### src/hpst_pkg.sv
// ----------------------------------------------------------------------------
// hpst_pkg
// Shared types, constants and the hall code table of the hall position and
// speed tracker.
// ----------------------------------------------------------------------------
`default_nettype none

package hpst_pkg;

   // Position counter width default and register field widths
   localparam int HPST_COUNT_BITS   = 16;
   localparam int HPST_REG_BITS     = 16;
   localparam int HPST_PERIOD_BITS  = 8;
   localparam int HPST_INDEX_BITS   = 3;
   localparam int HPST_CSR_IDX_BITS = 2;

   // Reset values of the configuration registers
   localparam logic [HPST_REG_BITS-1:0]    HPST_TARGET_RESET = 16'd0;
   localparam logic [HPST_REG_BITS-1:0]    HPST_DUTY_RESET   = 16'd3020;
   localparam logic [HPST_PERIOD_BITS-1:0] HPST_PERIOD_RESET = 8'd5;

   // Register indexes of the configuration port
   typedef enum logic [HPST_CSR_IDX_BITS-1:0] {
      CSR_TARGET_COUNT = 2'd0,
      CSR_DRIVE_DUTY   = 2'd1,
      CSR_STOP_DUTY    = 2'd2,
      CSR_SPEED_PERIOD = 2'd3
   } csr_index_type;

   // Input transaction kind
   typedef enum logic {
      FUNC_HALL = 1'b0,
      FUNC_TICK = 1'b1
   } func_type;

   // Hall sequence index for no valid code, and the indexes at the ends of the electrical cycle
   localparam logic [HPST_INDEX_BITS-1:0] HALL_IDX_NONE  = 3'd0;
   localparam logic [HPST_INDEX_BITS-1:0] HALL_IDX_FIRST = 3'd1;
   localparam logic [HPST_INDEX_BITS-1:0] HALL_IDX_LAST  = 3'd6;

   // Configuration register set
   typedef struct packed {
      logic [HPST_REG_BITS-1:0]    target_count;
      logic [HPST_REG_BITS-1:0]    drive_duty;
      logic [HPST_REG_BITS-1:0]    stop_duty;
      logic [HPST_PERIOD_BITS-1:0] speed_period;
   } cfg_type;

   // One result transaction
   typedef struct packed {
      logic [HPST_REG_BITS-1:0]        position;
      logic [HPST_INDEX_BITS-1:0]      hall_index;
      logic                            hall_error;
      logic [HPST_REG_BITS-1:0]        duty;
      logic signed [HPST_REG_BITS-1:0] speed_delta;
      logic                            speed_valid;
   } rsp_type;

   // Map raw hall levels 3,2,6,4,5,1 to sequence index 1..6, others to none
   function automatic logic [HPST_INDEX_BITS-1:0] hall_decode(input logic [2:0] code);
      logic [HPST_INDEX_BITS-1:0] idx;
      unique case (code)
         3'd1:    idx = 3'd6;
         3'd2:    idx = 3'd2;
         3'd3:    idx = 3'd1;
         3'd4:    idx = 3'd4;
         3'd5:    idx = 3'd5;
         3'd6:    idx = 3'd3;
         default: idx = HALL_IDX_NONE;
      endcase
      return idx;
   endfunction

endpackage

`default_nettype wire

### src/hpst_ifs.sv
// ----------------------------------------------------------------------------
// hpst channel interfaces
// Valid/ready channels of the tracker: hall/tick requests, results and
// register writes.
// ----------------------------------------------------------------------------
`default_nettype none

interface hpst_req_if import hpst_pkg::*; ();
   logic       valid;
   logic       ready;
   logic       func;
   logic [2:0] hall_bits;

   modport source (output valid, func, hall_bits, input ready);
   modport sink   (input valid, func, hall_bits, output ready);
endinterface

interface hpst_rsp_if import hpst_pkg::*; ();
   logic                            valid;
   logic                            ready;
   logic [HPST_REG_BITS-1:0]        position;
   logic [HPST_INDEX_BITS-1:0]      hall_index;
   logic                            hall_error;
   logic [HPST_REG_BITS-1:0]        duty;
   logic signed [HPST_REG_BITS-1:0] speed_delta;
   logic                            speed_valid;

   modport source (output valid, position, hall_index, hall_error, duty, speed_delta,
                   speed_valid, input ready);
   modport sink   (input valid, position, hall_index, hall_error, duty, speed_delta,
                   speed_valid, output ready);
endinterface

interface hpst_csr_if import hpst_pkg::*; ();
   logic                         valid;
   logic                         ready;
   logic [HPST_CSR_IDX_BITS-1:0] index;
   logic [HPST_REG_BITS-1:0]     data;

   modport source (output valid, index, data, input ready);
   modport sink   (input valid, index, data, output ready);
endinterface

`default_nettype wire

### src/hpst_core.sv
// ----------------------------------------------------------------------------
// hpst_core
// Tracker state: hall decode, position counter, speed window, and the
// result of each accepted transaction.
// ----------------------------------------------------------------------------
`default_nettype none

module hpst_core import hpst_pkg::*; #(
   parameter int COUNT_BITS = HPST_COUNT_BITS
) (
   input  wire logic       clock,
   input  wire logic       reset,
   input  wire logic       accept,
   input  wire logic       func,
   input  wire logic [2:0] hall_bits,
   input  wire cfg_type    cfg,
   output rsp_type         result
);

   localparam int CMP_BITS = (COUNT_BITS > HPST_REG_BITS) ? COUNT_BITS : HPST_REG_BITS;

   logic [HPST_INDEX_BITS-1:0]  last_index_ff, last_index_in;
   logic [1:0]                  event_count_ff, event_count_in;
   logic [COUNT_BITS-1:0]       position_ff, position_in;
   logic [HPST_PERIOD_BITS-1:0] tick_count_ff, tick_count_in;
   logic [COUNT_BITS-1:0]       window_start_ff, window_start_in;
   logic [COUNT_BITS-1:0]       last_speed_ff, last_speed_in;

   logic [HPST_INDEX_BITS-1:0]  idx;
   logic [1:0]                  event_step;
   logic                        wrap;
   logic                        step_up;
   logic                        step_down;
   logic                        is_hall;
   logic [HPST_PERIOD_BITS-1:0] tick_step;
   logic                        window_close;
   logic [CMP_BITS-1:0]         pos_wide;
   logic [CMP_BITS-1:0]         speed_wide;
   logic [CMP_BITS-1:0]         target_wide;

   // Decode the hall code and work out the direction of the step
   always_comb begin
      is_hall    = (func_type'(func) == FUNC_HALL);
      idx        = hall_decode(hall_bits);
      event_step = (event_count_ff == 2'd3) ? 2'd3 : event_count_ff + 2'd1;
      wrap       = ((idx == HALL_IDX_FIRST) && (last_index_ff == HALL_IDX_LAST)) ||
                   ((idx == HALL_IDX_LAST) && (last_index_ff == HALL_IDX_FIRST));
      if (wrap) begin
         step_up   = idx > last_index_ff;
         step_down = idx < last_index_ff;
      end else begin
         step_up   = idx < last_index_ff;
         step_down = idx > last_index_ff;
      end
      tick_step    = tick_count_ff + HPST_PERIOD_BITS'(1);
      window_close = !is_hall && (tick_step >= cfg.speed_period);
   end

   // Next state: a hall transaction moves the count, a tick advances the window
   always_comb begin
      last_index_in   = last_index_ff;
      event_count_in  = event_count_ff;
      position_in     = position_ff;
      tick_count_in   = tick_count_ff;
      window_start_in = window_start_ff;
      last_speed_in   = last_speed_ff;
      if (accept) begin
         if (is_hall) begin
            last_index_in  = idx;
            event_count_in = event_step;
            if (step_up) begin
               position_in = position_ff + COUNT_BITS'(1);
            end else if (step_down && (event_step == 2'd3)) begin
               position_in = position_ff - COUNT_BITS'(1);
            end
         end else if (window_close) begin
            last_speed_in   = position_ff - window_start_ff;
            window_start_in = position_ff;
            tick_count_in   = '0;
         end else begin
            tick_count_in = tick_step;
         end
      end
   end

   always_ff @(posedge clock) begin
      if (reset) begin
         last_index_ff   <= HALL_IDX_NONE;
         event_count_ff  <= '0;
         position_ff     <= '0;
         tick_count_ff   <= '0;
         window_start_ff <= '0;
         last_speed_ff   <= '0;
      end else begin
         last_index_ff   <= last_index_in;
         event_count_ff  <= event_count_in;
         position_ff     <= position_in;
         tick_count_ff   <= tick_count_in;
         window_start_ff <= window_start_in;
         last_speed_ff   <= last_speed_in;
      end
   end

   // Build the result from the updated state
   always_comb begin
      pos_wide           = CMP_BITS'(position_in);
      speed_wide         = CMP_BITS'(last_speed_in);
      target_wide        = CMP_BITS'(cfg.target_count);
      result.position    = pos_wide[HPST_REG_BITS-1:0];
      result.hall_index  = is_hall ? idx : last_index_ff;
      result.hall_error  = is_hall && (idx == HALL_IDX_NONE);
      result.duty        = (pos_wide <= target_wide) ? cfg.drive_duty : cfg.stop_duty;
      result.speed_delta = speed_wide[HPST_REG_BITS-1:0];
      result.speed_valid = window_close;
   end

endmodule

`default_nettype wire

### src/hpst_rsp_buf.sv
// ----------------------------------------------------------------------------
// hpst_rsp_buf
// Result register with a skid stage, so a stalled sink does not stop the
// next transaction from being taken.
// ----------------------------------------------------------------------------
`default_nettype none

module hpst_rsp_buf import hpst_pkg::*; (
   input  wire logic    clock,
   input  wire logic    reset,
   input  wire logic    in_valid,
   input  wire rsp_type in_data,
   output logic         in_ready,
   output logic         out_valid,
   output rsp_type      out_data,
   input  wire logic    out_ready
);

   logic    main_valid_ff, main_valid_in;
   logic    skid_valid_ff, skid_valid_in;
   rsp_type main_ff, main_in;
   rsp_type skid_ff, skid_in;

   assign in_ready  = !skid_valid_ff;
   assign out_valid = main_valid_ff;
   assign out_data  = main_ff;

   // Refill the output register from skid first, park in skid when stalled
   always_comb begin
      main_valid_in = main_valid_ff;
      skid_valid_in = skid_valid_ff;
      main_in       = main_ff;
      skid_in       = skid_ff;
      if (!main_valid_ff || out_ready) begin
         if (skid_valid_ff) begin
            main_valid_in = 1'b1;
            main_in       = skid_ff;
            skid_valid_in = 1'b0;
         end else begin
            main_valid_in = in_valid;
            main_in       = in_data;
         end
      end else if (in_valid && !skid_valid_ff) begin
         skid_valid_in = 1'b1;
         skid_in       = in_data;
      end
   end

   always_ff @(posedge clock) begin
      if (reset) begin
         main_valid_ff <= 1'b0;
         skid_valid_ff <= 1'b0;
      end else begin
         main_valid_ff <= main_valid_in;
         skid_valid_ff <= skid_valid_in;
      end
   end

   // Payload needs no reset
   always_ff @(posedge clock) begin
      main_ff <= main_in;
      skid_ff <= skid_in;
   end

endmodule

`default_nettype wire

### src/hall_position_speed_tracker.sv
// ----------------------------------------------------------------------------
// hall_position_speed_tracker
// Each request transaction is a hall change (three hall levels) or a timer
// tick, and gives exactly one result transaction. A request is taken in every
// cycle: the position counter and speed window update as it is taken, and a
// result register plus one skid entry hold results while the sink stalls; the
// request side stalls only when both are full. Hall codes 3,2,6,4,5,1 give
// index 1..6; the position counts up as the index steps down and, from the
// third hall change on, down as it steps up. Every speed_period ticks the
// position change over the window is reported in speed_delta with speed_valid
// set. duty is drive_duty while position is at or below target_count, else
// stop_duty. The user must write registers through the csr channel while the
// block is idle; the block itself does not enforce this.
// ----------------------------------------------------------------------------
`default_nettype none

module hall_position_speed_tracker import hpst_pkg::*; #(
   parameter int COUNT_BITS = HPST_COUNT_BITS
) (
   input wire logic  clock,
   input wire logic  reset,
   hpst_req_if.sink  req_ch,
   hpst_rsp_if.source rsp_ch,
   hpst_csr_if.sink  csr_ch
);

   cfg_type cfg_ff, cfg_in;
   rsp_type core_result;
   rsp_type out_data;
   logic    req_accept;
   logic    buf_ready;

   // Register writes are always taken
   assign csr_ch.ready = 1'b1;

   always_comb begin
      cfg_in = cfg_ff;
      if (csr_ch.valid) begin
         unique case (csr_index_type'(csr_ch.index))
            CSR_TARGET_COUNT: cfg_in.target_count = csr_ch.data;
            CSR_DRIVE_DUTY:   cfg_in.drive_duty   = csr_ch.data;
            CSR_STOP_DUTY:    cfg_in.stop_duty    = csr_ch.data;
            CSR_SPEED_PERIOD: cfg_in.speed_period = csr_ch.data[HPST_PERIOD_BITS-1:0];
         endcase
      end
   end

   always_ff @(posedge clock) begin
      if (reset) begin
         cfg_ff.target_count <= HPST_TARGET_RESET;
         cfg_ff.drive_duty   <= HPST_DUTY_RESET;
         cfg_ff.stop_duty    <= HPST_DUTY_RESET;
         cfg_ff.speed_period <= HPST_PERIOD_RESET;
      end else begin
         cfg_ff <= cfg_in;
      end
   end

   // Take a request whenever the result buffer has room
   assign req_ch.ready = buf_ready;
   assign req_accept   = req_ch.valid && buf_ready;

   hpst_core #(
      .COUNT_BITS (COUNT_BITS)
   ) u_core (
      .clock     (clock),
      .reset     (reset),
      .accept    (req_accept),
      .func      (req_ch.func),
      .hall_bits (req_ch.hall_bits),
      .cfg       (cfg_ff),
      .result    (core_result)
   );

   hpst_rsp_buf u_rsp_buf (
      .clock     (clock),
      .reset     (reset),
      .in_valid  (req_accept),
      .in_data   (core_result),
      .in_ready  (buf_ready),
      .out_valid (rsp_ch.valid),
      .out_data  (out_data),
      .out_ready (rsp_ch.ready)
   );

   assign rsp_ch.position    = out_data.position;
   assign rsp_ch.hall_index  = out_data.hall_index;
   assign rsp_ch.hall_error  = out_data.hall_error;
   assign rsp_ch.duty        = out_data.duty;
   assign rsp_ch.speed_delta = out_data.speed_delta;
   assign rsp_ch.speed_valid = out_data.speed_valid;

endmodule

`default_nettype wire

### src/flat_wrapper.sv
// flat-port wrapper written by rule: the top's interface ports become plain ports
module hall_position_speed_tracker_flat import hpst_pkg::*;
#(
   parameter int COUNT_BITS = HPST_COUNT_BITS
)
  (clock, reset, req_ch_valid, req_ch_func, req_ch_hall_bits, req_ch_ready, rsp_ch_valid, rsp_ch_position, rsp_ch_hall_index, rsp_ch_hall_error, rsp_ch_duty, rsp_ch_speed_delta, rsp_ch_speed_valid, rsp_ch_ready, csr_ch_valid, csr_ch_index, csr_ch_data, csr_ch_ready);
  hpst_req_if req_ch_i ();
  hpst_rsp_if rsp_ch_i ();
  hpst_csr_if csr_ch_i ();
  input wire logic clock;
  input wire logic reset;
  input wire logic [$bits(req_ch_i.valid)-1:0] req_ch_valid;
  input wire logic [$bits(req_ch_i.func)-1:0] req_ch_func;
  input wire logic [$bits(req_ch_i.hall_bits)-1:0] req_ch_hall_bits;
  output wire logic [$bits(req_ch_i.ready)-1:0] req_ch_ready;
  output wire logic [$bits(rsp_ch_i.valid)-1:0] rsp_ch_valid;
  output wire logic [$bits(rsp_ch_i.position)-1:0] rsp_ch_position;
  output wire logic [$bits(rsp_ch_i.hall_index)-1:0] rsp_ch_hall_index;
  output wire logic [$bits(rsp_ch_i.hall_error)-1:0] rsp_ch_hall_error;
  output wire logic [$bits(rsp_ch_i.duty)-1:0] rsp_ch_duty;
  output wire logic [$bits(rsp_ch_i.speed_delta)-1:0] rsp_ch_speed_delta;
  output wire logic [$bits(rsp_ch_i.speed_valid)-1:0] rsp_ch_speed_valid;
  input wire logic [$bits(rsp_ch_i.ready)-1:0] rsp_ch_ready;
  input wire logic [$bits(csr_ch_i.valid)-1:0] csr_ch_valid;
  input wire logic [$bits(csr_ch_i.index)-1:0] csr_ch_index;
  input wire logic [$bits(csr_ch_i.data)-1:0] csr_ch_data;
  output wire logic [$bits(csr_ch_i.ready)-1:0] csr_ch_ready;
  assign req_ch_i.valid = req_ch_valid;
  assign req_ch_i.func = req_ch_func;
  assign req_ch_i.hall_bits = req_ch_hall_bits;
  assign req_ch_ready = req_ch_i.ready;
  assign rsp_ch_valid = rsp_ch_i.valid;
  assign rsp_ch_position = rsp_ch_i.position;
  assign rsp_ch_hall_index = rsp_ch_i.hall_index;
  assign rsp_ch_hall_error = rsp_ch_i.hall_error;
  assign rsp_ch_duty = rsp_ch_i.duty;
  assign rsp_ch_speed_delta = rsp_ch_i.speed_delta;
  assign rsp_ch_speed_valid = rsp_ch_i.speed_valid;
  assign rsp_ch_i.ready = rsp_ch_ready;
  assign csr_ch_i.valid = csr_ch_valid;
  assign csr_ch_i.index = csr_ch_index;
  assign csr_ch_i.data = csr_ch_data;
  assign csr_ch_ready = csr_ch_i.ready;
  hall_position_speed_tracker #(.COUNT_BITS(COUNT_BITS)) u_core (.clock(clock), .reset(reset), .req_ch(req_ch_i), .rsp_ch(rsp_ch_i), .csr_ch(csr_ch_i));
endmodule
### config.mk
export PLATFORM = sky130hd
export DESIGN_NAME = hall_position_speed_tracker_flat
export DESIGN_NICKNAME = d
export VERILOG_FILES = /design/src/hpst_pkg.sv /design/src/hpst_ifs.sv /design/src/hpst_core.sv /design/src/hpst_rsp_buf.sv /design/src/hall_position_speed_tracker.sv /design/src/flat_wrapper.sv
export SDC_FILE = /design/constraint.sdc
export NUM_CORES = 1
export LEC_CHECK = 0
export ABC_CLOCK_PERIOD_IN_PS = 10400
export BUFFER_PORTS_ARGS = -buffer_cell sky130_fd_sc_hd__buf_2
export CORE_MARGIN = 1.5
export CORE_UTILIZATION = 55
export CTS_CLUSTER_SIZE = 10
export DETAILED_ROUTE_END_ITERATION = 6
export PLACE_DENSITY = 0.73
export SKIP_CTS_REPAIR_TIMING = 1
export SKIP_LAST_GASP = 1
export SYNTH_ARGS = -nofsm -noshare
export SYNTH_HDL_FRONTEND = slang
export SYNTH_SLANG_ARGS = --single-unit
### constraint.sdc
create_clock -name clock -period 10.4 [get_ports clock]
set_input_delay 2.08 -clock clock [delete_from_list [all_inputs] [get_ports clock]]
set_output_delay 2.08 -clock clock [all_outputs]
set_load 0.02 [all_outputs]
Word-level counts from Yosys, hierarchy flattened
Cells that the tools add are included.
{ "op_classes": {"addsub": 5, "order_cmp": 4, "n_eq_ne": 15, "n_reduce_logical": 22, "bitwise": 2, "mux": 16} }
{ "op_table": {"columns": ["cell", "n"], "rows": [
  ["16-bit 2-to-1 mux", 8],
  ["53-bit 2-to-1 mux", 1],
  ["3-bit case mux with 6 select lines", 1],
  ["16-bit by 1-bit adder with 16-bit output, second input constant", 1],
  ["16-bit <= comparator", 1],
  ["16-bit by 1-bit subtractor with 16-bit output, second input constant", 1],
  ["16-bit subtractor", 1],
  ["3-bit == test, second input constant", 5],
  ["2-bit AND reduction", 7],
  ["3-bit by 1-bit == test with 1-bit output, second input constant", 3],
  ["8-bit by 1-bit adder with 8-bit output, second input constant", 1],
  ["2-bit == test, second input constant", 4],
  ["8-bit greater-or-equal comparator", 1],
  ["8-bit 2-to-1 mux", 1],
  ["1-bit logical AND", 7],
  ["3-bit by 2-bit == test with 1-bit output, second input constant", 2],
  ["3-bit greater-than comparator", 1],
  ["3-bit logical NOT", 1],
  ["3-bit < comparator", 1],
  ["1-bit 2-to-1 mux", 3],
  ["3-bit 2-to-1 mux", 1],
  ["3-bit AND reduction", 1],
  ["2-bit by 1-bit adder with 2-bit output, second input constant", 1],
  ["2-bit by 1-bit == test with 1-bit output, second input constant", 1],
  ["6 further kinds", 9]
]} }
{ "totals": {"out_inout_bits": 56, "reg_bits": 225, "elab_cells": 88, "inputBits": 27} }

Longest topological paths before layout
Gate-level depths: netlist (run 1).
{ "logic_depth": {"ltp_word": 14, "depth_mapped": 22} }

By module
A second synthesis (run 1) with hierarchy kept.
{ "unflattened": {"hier_cells": 1015, "hier_area_um2": 11203.2} }
{ "modules_own_cells": {"columns": ["mod", "cells_per_inst", "instances", "seq_area_each_um2", "area_per_inst_um2"], "rows": [
  ["hpst_core", 625, 1, 1221.2, 4890.9],
  ["hpst_rsp_buf", 173, 1, 3223.1, 4051.4],
  ["hall_position_speed_tracker", 217, 1, 1121.1, 2260.9]
]} }

Worst setup path after synthesis (run 1)
OpenSTA, ideal clock, no wires.
{ "synth_path": {"path_kind": "input-to-reg", "from": "in rsp_ch_ready", "to": "reg u_core.u_rsp_buf.skid_ff[0] (netlist name), enable pin", "arrival_time_ns": 7.399, "setup_time_ns": 0.540, "path_stages": 2, "t_required_ns": 9.860, "setup_slack_ns": 2.461, "cell_sequence": "nand2b_1 -> nor3b_1"} }
{ "synth_via": {"elab_chain_cells": 3} }
{ "synth_lines": {"columns": ["item", "line_no", "source"], "rows": [
  ["from (decl)", "flat_wrapper.sv:23", "input wire logic [$bits(rsp_ch_i.ready)-1:0] rsp_ch_ready;"],
  ["1-bit logical OR", "hpst_rsp_buf.sv:34", "if (!main_valid_ff || out_ready) begin"],
  ["1-bit inverter (no line)", null, null],
  ["2-bit AND reduction (no line)", null, null],
  ["to (signal assigned)", "hpst_rsp_buf.sv:62", "skid_ff <= skid_in;"],
  ["to (decl)", "hpst_rsp_buf.sv:22", "rsp_type skid_ff, skid_in;"]
]} }
No other way between the ends.
A chain may end at the register's enable or synchronous reset.

==> run metrics, run 1 <==
reg2reg path depth 18; share of post-route cells with drive strength above 1 16.67%; # IOs 83; CP Max Fanout 33; CP required 10.66 ns; DR pass1 iterations 5; # port buffers 81; Lkg Pwr 4.975 nW; GRT Util Overall 24.35%; average cell area after synthesis 9.789 sq um; initial antenna violation count 0; kind of end point of the critical path flop; final antenna-violating net count 0; Yosys cell types 68; WL per Instance 16.73 um; HPWL Detailed 16.04 mm; die height 143.9 um; Mapped Area 10910 sq um; minimum clock period 7.429 ns; clk slew on worst S/H paths 0.06 ns; DR vias/cell 5.554; area grow syn2layout 12.60%; max_cap viols 0; htree depth 1; RSZ-0062 raised after global routing false; Reg2Reg Setup Slack 4.64 ns; critical path class in -> reg; gpl congestion 0.8996; Clock Tree Root clkbuf_16; nets 1253; drt total wl 24.51 mm; Max-slew headroom 23.00%; # diodes 0; Rows 51; core area 19460 sq um; critical path cell sequence buf_2 -> xor2_1 -> a21oi_1 -> ha_1 -> or3b_2 -> a22oi_1 -> mux2i_1 -> buf_4 -> or4_1 -> a21oi_2 -> xor2_2 -> ha_1 -> a21o_1 -> a21o_1 -> a21oi_1 -> o22a_1 -> o311a_1 -> nor2_1 -> buf_4 -> mux2_2; pin count of the biggest net entering global routing 78; worst slew pin tran 1.155 ns; Via Count 8137; Crit path largest cell delay 0.93 ns; EDFF count, synth 106; full die area 20700 sq um; final hold vios 0; DRC 0; IR Drop Worst-Case VDD 0.0001173 V; Fmax achieved 134.6 MHz; Max Clock Skew 0.01436 ns; gr ovfl total 0; Worst EP arrival 7.69 ns; DIE WIDTH 143.9 um; Worst-Skew Late Latency 0.52 ns; first-pass GRT wire length 39.81 mm; synthesized instance count 1115; synthesized net count 1188; final slew viol count 0; Setup crit start kind primary input; TritonCTS clock tree yes; total CTS buffers 26; Starting Density 56.08%; Critical R2R Capture u_core.u_rsp_buf.skid_ff[20]; commonest non-fill, non-tap cells in the layout nand2_1 (202), dfxtp_1 (118), edfxtp_1 (106), a21oi_1 (98), buf_2 (80); Placed Cells 1417; outcome finished, final reports clean; DRT iter0 DRCs 555; final worst-path cycle share 71.44%; filler-free cell count of the finished design 1465; CTS Buffer Depth 3; ys async rst share 0%; CP Capture Point u_core.u_rsp_buf.skid_ff[20]; CTS sink cnt 225; worst r2r src u_core.u_core.last_index_ff[1]; flops & latches, synth 225; Slowest cell on crit path o311a_1; ys flop type dfxtp_1; setup tns final 0 ns; vias in the first global route 7688; yosys warns 0; register area share after synthesis 50.99%; Power Density 182.0 nW/um^2; Critical Path Source req_ch_hall_bits[1]; Setup-failing EPs final 0; utilization after layout 63.14%; commonest non-fill, non-tap cell in the layout nand2_1; HP Class reg -> reg
-- worst min-delay path by stage --
stage | cells after the start | startpoint | endpoint
after detailed placement | 2 | u_core.u_core.window_start_ff[13] | u_core.u_core.window_start_ff[13]
after floorplan | 2 | u_core.cfg_ff[1] | u_core.cfg_ff[1]
after global routing | 2 | u_core.cfg_ff[52] | u_core.cfg_ff[52]
after global placement | 2 | u_core.u_core.window_start_ff[12] | u_core.u_core.window_start_ff[12]
after CTS | 2 | u_core.cfg_ff[52] | u_core.cfg_ff[52]
final | 2 | u_core.cfg_ff[52] | u_core.cfg_ff[52]
-- Yosys cell counts (3+ instances only) --
library cell | instances | share of area [%]
nand2_1 | 202 | 6.9
dfxtp_1 | 119 | 22
edfxtp_1 | 106 | 29
a21oi_1 | 98 | 4.5
nor2_1 | 60 | 2.1
inv_1 | 55 | 1.9
clkbuf_1 | 51 | 1.8
ha_1 | 45 | 5.2
mux2_2 | 41 | 4.2
nor2b_1 | 38 | 2.2
nand3_1 | 36 | 1.7
o21ai_0 | 25 | 1.1
nand3b_1 | 23 | 1.6
a22oi_1 | 18 | 1.2
mux2i_1 | 18 | 1.7
or4b_2 | 16 | 1.5
xnor2_1 | 16 | 1.3
and3_1 | 14 | 0.80
a21o_1 | 12 | 0.83
xor2_1 | 11 | 0.88
nor3_1 | 10 | 0.46
nand4_1 | 8 | 0.46
nand2b_1 | 7 | 0.40
or2_2 | 7 | 0.40
nor3b_1 | 6 | 0.41
o21a_1 | 6 | 0.41
a31oi_1 | 5 | 0.29
and2_1 | 4 | 0.23
a211o_1 | 3 | 0.24
nor4_1 | 3 | 0.17
o31ai_1 | 3 | 0.21
or3_1 | 3 | 0.17
-- sequential cells by signal, summed over array words and instances (netlist names) --
| signal | cells |
|---|---|
| u_core.u_core.position_ff | 16 |
| u_core.u_rsp_buf.out_data | 53 |
| u_core.u_rsp_buf.skid_ff | 53 |
| u_core.u_core.last_speed_ff | 16 |
| u_core.u_rsp_buf.out_valid | 1 |
| u_core.u_rsp_buf.skid_valid_ff | 1 |
| u_core.u_core.event_count_ff | 2 |
| u_core.cfg_ff | 56 |
| u_core.u_core.last_index_ff | 3 |
| u_core.u_core.window_start_ff | 16 |
| u_core.u_core.tick_count_ff | 8 |
-- routing by layer --
layer | part of all wire, % | global-route usage (%)
met5 | 0 | 0
met4 | 2.0 | 6.928
met3 | 5.0 | 3.699
met2 | 45 | 37.65
met1 | 48 | 35.41
-- worst max-delay path: cells and delay by family --
kind,cells,cell delay (ns)
adders and majority gates,2,0.54
and+or+nand+nor,3,1.34
buffers and inverters,3,0.66
AOI/OAI and AO/OA,8,2.24
xor gates and xnor gates,2,0.42
muxes,2,0.37
-- per-stage QoR --
| stage | hold slack (ns) | worst slack (ns) | power (mW) | instance area (sq um) |
|---|---|---|---|---|
| CTS | 0.4555 | 3.037 | 2.251 | 12290 |
| detailed placement | 0.4480 | 2.564 | 1.431 | 11530 |
| global route | 0.4657 | 2.617 | 2.338 | 12290 |
| floorplan | 0.4363 | 2.461 | 1.319 | 10910 |
| finish | 0.4553 | 2.971 | 2.237 | 12290 |
| global placement | 0.4434 | 2.717 | 1.422 | 11530 |
-- cells by family after synthesis --
| family | count (synthesis) | share of synthesized area [%] |
|---|---|---|
| and+or+nand+nor | 447 | 20.27 |
| DFF | 225 | 50.99 |
| AOI/OAI and AO/OA | 196 | 11.04 |
| buffers and inverters | 112 | 3.978 |
| muxes | 59 | 5.881 |
| adders and majority gates | 46 | 5.342 |
| xor gates and xnor gates | 29 | 2.465 |
| other | 1 | 0.03436 |
-- power by group --
part	leakage, nW	switching [mW]	total [mW]	internal, mW
Sequential	2.04	0.0216	1.01	0.989
Clock	0.358	0.336	0.819	0.483
Combinational	2.58	0.252	0.407	0.155
-- layout make-up --
class	count	area, sq um
fillers	1594	7173
multi-input cells	778	4928
well taps	265	331.6
inverters	56	210.2
repair buffers	93	498.0
flip-flops and latches	225	5567
clock buffers	48	754.5
(Power assumes the default switching activity.)
==> inputs of run 2 (changes only) <==
--- a/config.mk
+++ b/config.mk
@@ -5,7 +5,7 @@
 export SDC_FILE = /design/constraint.sdc
 export NUM_CORES = 1
 export LEC_CHECK = 0
-export ABC_CLOCK_PERIOD_IN_PS = 10400
+export ABC_CLOCK_PERIOD_IN_PS = 7000
 export BUFFER_PORTS_ARGS = -buffer_cell sky130_fd_sc_hd__buf_2
 export CORE_MARGIN = 1.5
 export CORE_UTILIZATION = 55
==> constraint.sdc (replaced) <==
create_clock -name clock -period 7 [get_ports clock]
set_input_delay 1.4 -clock clock [delete_from_list [all_inputs] [get_ports clock]]
set_output_delay 1.4 -clock clock [all_outputs]
set_load 0.02 [all_outputs]
==> run metrics, run 2 (synthesis gave the netlist of run 1 again) <==
outcome finished, final reports clean (unchanged); CP required 7.37 ns (was 10.66 ns); DR vias/cell 5.580 (was 5.554); GRT Util Overall 23.82% (was 24.35%); Power Density 270.6 nW/um^2 (was 182.0 nW/um^2); Fmax achieved 172.5 MHz; commonest non-fill, non-tap cells in the layout nand2_1 (202), dfxtp_1 (118), edfxtp_1 (106), a21oi_1 (98), buf_2 (80) (unchanged); full die area 20700 sq um (unchanged); share of post-route cells with drive strength above 1 16.96% (was 16.67%); RSZ-0062 raised after global routing false (unchanged); # IOs 83 (unchanged); CTS Buffer Depth 3 (unchanged); DRT iter0 DRCs 593 (was 555); max FFs per register 56 (unchanged); vias in the first global route 7697 (was 7688); worst path bufs/invs 2 (was 3); Max-slew headroom 24.74% (was 23.00%); nets 1256 (was 1253); DIE WIDTH 143.9 um (unchanged); CP Max Fanout 20 (was 33); setup tns final 0 ns (unchanged); max_cap viols 0 (unchanged); HP Class reg -> reg (unchanged); final antenna-violating net count 0 (unchanged); final worst-path cycle share 82.79%; worst slew pin tran 1.129 ns (was 1.155 ns); # diodes 0 (unchanged); CTS sink cnt 225 (unchanged); fin worst setup slack 1.204 ns (was 2.971 ns); # port buffers 81 (unchanged); Worst EP arrival 6.17 ns (was 7.69 ns); HPWL Detailed 15.94 mm (was 16.04 mm); total CTS buffers 26 (unchanged); most flop-heavy register u_core.cfg_ff (unchanged); Lkg Pwr 4.992 nW (was 4.975 nW); htree depth 1 (unchanged); Worst-Skew Late Latency 0.52 ns (about the same); Clock Tree Root clkbuf_16 (unchanged); Crit path largest cell delay 0.67 ns (was 0.93 ns); Max Clock Skew 0.009716 ns (was 0.01436 ns); area grow syn2layout 12.82% (was 12.60%); die height 143.9 um (unchanged); critical path class in -> reg (unchanged); area of the multi-input gates 4928 sq um (unchanged); gr ovfl total 0 (unchanged); total power 3.332 mW (was 2.237 mW); minimum clock period 5.796 ns; DP Worst Slack 0.7970 ns (was 2.564 ns); pin count of the biggest net entering global routing 109 (was 78); DR pass1 iterations 5 (unchanged); Setup crit start kind primary input (unchanged); final hold vios 0 (unchanged); initial antenna violation count 0 (unchanged); Via Count 8192 (was 8137); Setup-failing EPs final 0 (unchanged); core area 19460 sq um (unchanged); flip-flop and latch area 5567 sq um (unchanged); DRC 0 (unchanged); gpl congestion 0.9051 (was 0.8996); clk slew on worst S/H paths 0.06 ns (about the same); final slew viol count 0 (unchanged); largest delay contributor family on the critical path simple AND/OR/NAND/NOR gates (was compound AO/OA/AOI/OAI gates); WL per Instance 16.56 um (was 16.73 um); kind of end point of the critical path flop (unchanged); Rows 51 (unchanged); IR Drop Worst-Case VDD 0.0002028 V (was 0.0001173 V); final-layout fill cell count 1592 (was 1594); Starting Density 56.08% (unchanged); Slowest cell on crit path or4b_2 (was o311a_1); first-pass GRT wire length 39.14 mm (was 39.81 mm); drt total wl 24.31 mm (was 24.51 mm); TritonCTS clock tree yes (unchanged); commonest non-fill, non-tap cell in the layout nand2_1 (unchanged); critical path cell sequence buf_2 -> xor2_1 -> a21oi_1 -> ha_1 -> or3b_2 -> a21boi_2 -> nand4_1 -> mux2i_1 -> nand2_1 -> xnor2_1 -> ha_1 -> nand4_1 -> or2_2 -> o311a_1 -> buf_4 -> or4b_2 -> nand3_1 (was buf_2 -> xor2_1 -> a21oi_1 -> ha_1 -> or3b_2 -> a22oi_1 -> mux2i_1 -> buf_4 -> or4_1 -> a21oi_2 -> xor2_2 -> ha_1 -> a21o_1 -> a21o_1 -> a21oi_1 -> o22a_1 -> o311a_1 -> nor2_1 -> buf_4 -> mux2_2)
[run 2: cell count changes in the layout (fill, tap and decap cells not counted)]
cell	before	now
buf_4	13	16
clkbuf_1	21	20
clkinv_2	0	1
[run 2: layer usage]
metal	vias to the layer above	wire length, um	GRT usage [%]
met5	-	0	0
met4	0	537	7.573
met3	41	1267	3.732
met2	209	11010	37.30
met1	3901	11500	33.83
li1	4041	-	-
[run 2: final timing paths]
check / start / end / slack, ns / depth (start not counted)
worst min register to register: u_core.u_core.window_start_ff[2] / u_core.u_core.window_start_ff[2] / 0.45 / 2
worst min-delay path: u_core.u_core.window_start_ff[2] / u_core.u_core.window_start_ff[2] / 0.45 / 2
worst max register to register: u_core.u_rsp_buf.skid_valid_ff / u_core.u_rsp_buf.out_data[31] / 2.06 / 14
worst max-delay path: req_ch_hall_bits[1] / u_core.u_rsp_buf.out_data[31] / 1.20 / 17
[run 2: tightest hold or removal path, stage by stage, from the launching register on]
cell	delay, ns
dfxtp_1	0.30
nand2_1	0.05
a21oi_1	0.05
[run 2: metrics by stage]
stage	utilization [%]	instances	hold WS [ns]	area [sq um]
6_report	63.27	1468	0.4531	12310
5_1_grt	63.27	1468	0.4650	12310
2_1_floorplan	-	1115	0.4363	10920
4_1_cts	63.27	1468	0.4545	12310
3_3_place_gp	59.38	1420	0.4434	11560
3_5_place_dp	59.38	1420	0.4470	11560
[run 2: final cells by class]
class                      count  share of cell area (%)
sequential                   225                   45.21
clock buffer                  47                   6.097
inverter                      56                   1.707
timing repair buffer          96                   4.227
multi-input combinational    778                   40.03
tap                          265                   2.693
clock inverter                 1                 0.04065
[run 2: where the power goes]
group | total, mW | internal (mW) | switching, mW | leakage [nW]
logic | 0.617 | 0.239 | 0.378 | 2.59
clock network | 1.21 | 0.716 | 0.494 | 0.360
registers | 1.51 | 1.47 | 0.0351 | 2.04
==> inputs of run 3 (changes only) <==
--- a/config.mk
+++ b/config.mk
@@ -5,7 +5,8 @@
 export SDC_FILE = /design/constraint.sdc
 export NUM_CORES = 1
 export LEC_CHECK = 0
-export ABC_CLOCK_PERIOD_IN_PS = 7000
+export ABC_AREA = 1
+export ABC_CLOCK_PERIOD_IN_PS = 6000
 export BUFFER_PORTS_ARGS = -buffer_cell sky130_fd_sc_hd__buf_2
 export CORE_MARGIN = 1.5
 export CORE_UTILIZATION = 55
==> constraint.sdc (replaced) <==
create_clock -name clock -period 6 [get_ports clock]
set_input_delay 1.2 -clock clock [delete_from_list [all_inputs] [get_ports clock]]
set_output_delay 1.2 -clock clock [all_outputs]
set_load 0.02 [all_outputs]
==> run metrics, run 3 <==
final hold vios 0 (unchanged); Starting Density 55.98% (was 56.08%); most flop-heavy register u_core.cfg_ff (unchanged); CTS sink cnt 225 (unchanged); Synth area leader edfxtp_1 (unchanged); Yosys cell types 44 (was 68); Power Density 336.5 nW/um^2 (was 270.6 nW/um^2); Worst EP arrival 5.08 ns (was 6.17 ns); drt total wl 24.29 mm (was 24.31 mm); CP Max Fanout 24 (was 20); setup tns final 0 ns (unchanged); kind of end point of the critical path flop (unchanged); # port buffers 81 (unchanged); final slew viol count 0 (unchanged); max_cap viols 0 (unchanged); Mapped Area 10860 sq um (was 10910 sq um); final non-filler cell area 12240 sq um (was 12310 sq um); DP Area 11460 sq um (was 11560 sq um); flops & latches, synth 225 (unchanged); synthesized instance count 1287 (was 1115); DP Worst Slack 0.6917 ns (was 0.7970 ns); Lkg Pwr 5.640 nW (was 4.992 nW); minimum clock period 4.791 ns; combinational share of power 21.0% (was 18.5%); die height 143.5 um (was 143.9 um); clk slew on worst S/H paths 0.05 ns (was 0.06 ns); HPWL Detailed 16.29 mm (was 15.94 mm); sw power 1.221 mW (was 906.9 uW); CP required 6.29 ns (was 7.37 ns); Worst-Skew Late Latency 0.54 ns (was 0.52 ns); total CTS buffers 27 (was 26); # diodes 0 (unchanged); clock network power share 35.3% (was 36.3%); GRT Util Overall 23.98% (was 23.82%); DR vias/cell 5.223 (was 5.580); synthesized net count 1360 (was 1188); Slowest cell on crit path nand2_1 (was or4b_2); DIE WIDTH 143.5 um (was 143.9 um); Via Count 8586 (was 8192); Rows 51 (unchanged); core area 19400 sq um (was 19460 sq um); EDFF count, synth 106 (unchanged); commonest non-fill, non-tap cell in the layout nand2_1 (unchanged); register area share after synthesis 51.25% (was 50.99%); nets 1432 (was 1256); # IOs 83 (unchanged); DRC 0 (unchanged); Setup-failing EPs final 0 (unchanged); initial antenna violation count 0 (unchanged); max FFs per register 56 (unchanged); HP Class reg -> reg (unchanged); gpl congestion 0.8637 (was 0.9051); most frequent cell after synthesis nand2_1 (unchanged); CTS Buffer Depth 3 (unchanged); Clock Tree Root clkbuf_16 (unchanged); switching share of power 29.66% (was 27.22%); worst slew pin tran 0.9727 ns (was 1.129 ns); most frequent cells after synthesis nand2_1 (320), inv_1 (160), dfxtp_1 (119), edfxtp_1 (106), a21oi_1 (105) (was nand2_1 (202), dfxtp_1 (119), edfxtp_1 (106), a21oi_1 (98), nor2_1 (60)); ys flop type dfxtp_1 (unchanged); RSZ-0062 raised after global routing false (unchanged); Int Pwr 2.897 mW (was 2.425 mW); ys async rst share 0% (unchanged); htree depth 1 (unchanged); DR pass1 iterations 5 (unchanged); gr ovfl total 0 (unchanged); Setup crit start kind primary input (unchanged); final worst-path cycle share 79.85%; Sequential Power Share 43.7% (was 45.2%); TritonCTS clock tree yes (unchanged); average cell area after synthesis 8.438 sq um (was 9.789 sq um); Crit path largest cell delay 0.52 ns (was 0.67 ns); fin worst setup slack 1.209 ns (was 1.204 ns); first-pass GRT wire length 39.09 mm (was 39.14 mm); outcome finished, final reports clean (unchanged); Synth top area share 29.31% (was 29.16%); Fmax achieved 208.7 MHz; DRT iter0 DRCs 592 (was 593); area grow syn2layout 12.70% (was 12.82%); commonest non-fill, non-tap cells in the layout nand2_1 (320), inv_1 (158), dfxtp_1 (118), edfxtp_1 (106), a21oi_1 (105) (was nand2_1 (202), dfxtp_1 (118), edfxtp_1 (106), a21oi_1 (98), buf_2 (80)); yosys warns 0 (unchanged); IR Drop Worst-Case VDD 0.0002618 V (was 0.0002028 V); final antenna-violating net count 0 (unchanged); vias in the first global route 7835 (was 7697); Worst path most repeated cell nand2_1; top cells by area, synth edfxtp_1 (29%), dfxtp_1 (22%), nand2_1 (11%) (was edfxtp_1 (29%), dfxtp_1 (22%), nand2_1 (6.9%)); full die area 20600 sq um (was 20700 sq um); pin count of the biggest net entering global routing 68 (was 109); critical path class in -> reg (unchanged); Max-slew headroom 34.97% (was 24.74%); share of post-route cells with drive strength above 1 11.97% (was 16.96%); WL per Instance 14.77 um (was 16.56 um); Max Clock Skew 0.01734 ns (was 0.009716 ns)
## run 3: cells by family (layout without fill, tap and decap cells)
| family | Yosys count | count (layout) | synth area share (%) |
|---|---|---|---|
| AOI/OAI and AO/OA | 240 | 240 | 12.19 |
| xor gates and xnor gates | 17 | 17 | 1.544 |
| adders and majority gates | 46 | 46 | 5.369 |
| buffers and inverters | 211 | 303 | 7.674 |
| DFF | 225 | 225 | 51.25 |
| other | 1 | 1 | 0.03453 |
| and+or+nand+nor | 547 | 547 | 21.94 |
## run 3: critical path, delay by kind of cell
| kind | cells | cell delay, ns |
|---|---|---|
| AOI/OAI and AO/OA | 1 | 0.38 |
| and+or+nand+nor | 18 | 2.52 |
| buffers and inverters | 5 | 0.44 |
| adders and majority gates | 2 | 0.52 |
## run 3: power groups by stage
| stage | Combinational [mW] | Clock, mW | Sequential, mW |
|---|---|---|---|
| floorplan | 0.556 | 0 | 1.91 |
| global placement | 0.840 | 0 | 1.83 |
| detailed placement | 0.859 | 0 | 1.83 |
| CTS | 0.866 | 1.48 | 1.80 |
| global route | 0.982 | 1.54 | 1.81 |
| finish | 0.863 | 1.45 | 1.80 |
## run 3: area by class of cell
| class | instances | area, sq um |
|---|---|---|
| Tap cell | 265 | 331.6 |
| Clock buffer | 46 | 757.0 |
| Clock inverter | 3 | 22.52 |
| Inverter | 163 | 611.8 |
| Fill cell | 1729 | 7161 |
| Sequential cell | 225 | 5567 |
| Timing Repair Buffer | 91 | 480.5 |
| Multi-Input combinational cell | 851 | 4468 |
## run 3: layer usage
metal,routed length [um],vias to the layer above,GRT usage (%)
met5,0,-,0
met4,406,0,5.961
met3,1306,40,3.532
met2,10980,227,38.79
met1,11600,3922,33.87
li1,-,4397,-
## run 3: per-stage QoR
step	util, %	cells	total power [mW]	hold WS [ns]
4_1_cts	63.09	1644	4.150	0.4541
3_5_place_dp	59.07	1595	2.690	0.4460
6_report	63.09	1644	4.118	0.4508
5_1_grt	63.09	1644	4.334	0.4697
3_3_place_gp	59.07	1595	2.671	0.4430
2_1_floorplan	-	1287	2.466	0.4274
## run 3: final timing paths
path	startpoint	endpoint	slack [ns]	cells past startpoint
worst min-delay path	u_core.cfg_ff[28]	u_core.cfg_ff[28]	0.45	2
worst min register to register	u_core.cfg_ff[28]	u_core.cfg_ff[28]	0.45	2
worst max-delay path	req_ch_hall_bits[1]	u_core.u_rsp_buf.skid_ff[17]	1.21	26
worst max register to register	u_core.u_core.last_index_ff[2]	u_core.u_rsp_buf.skid_ff[17]	1.98	21
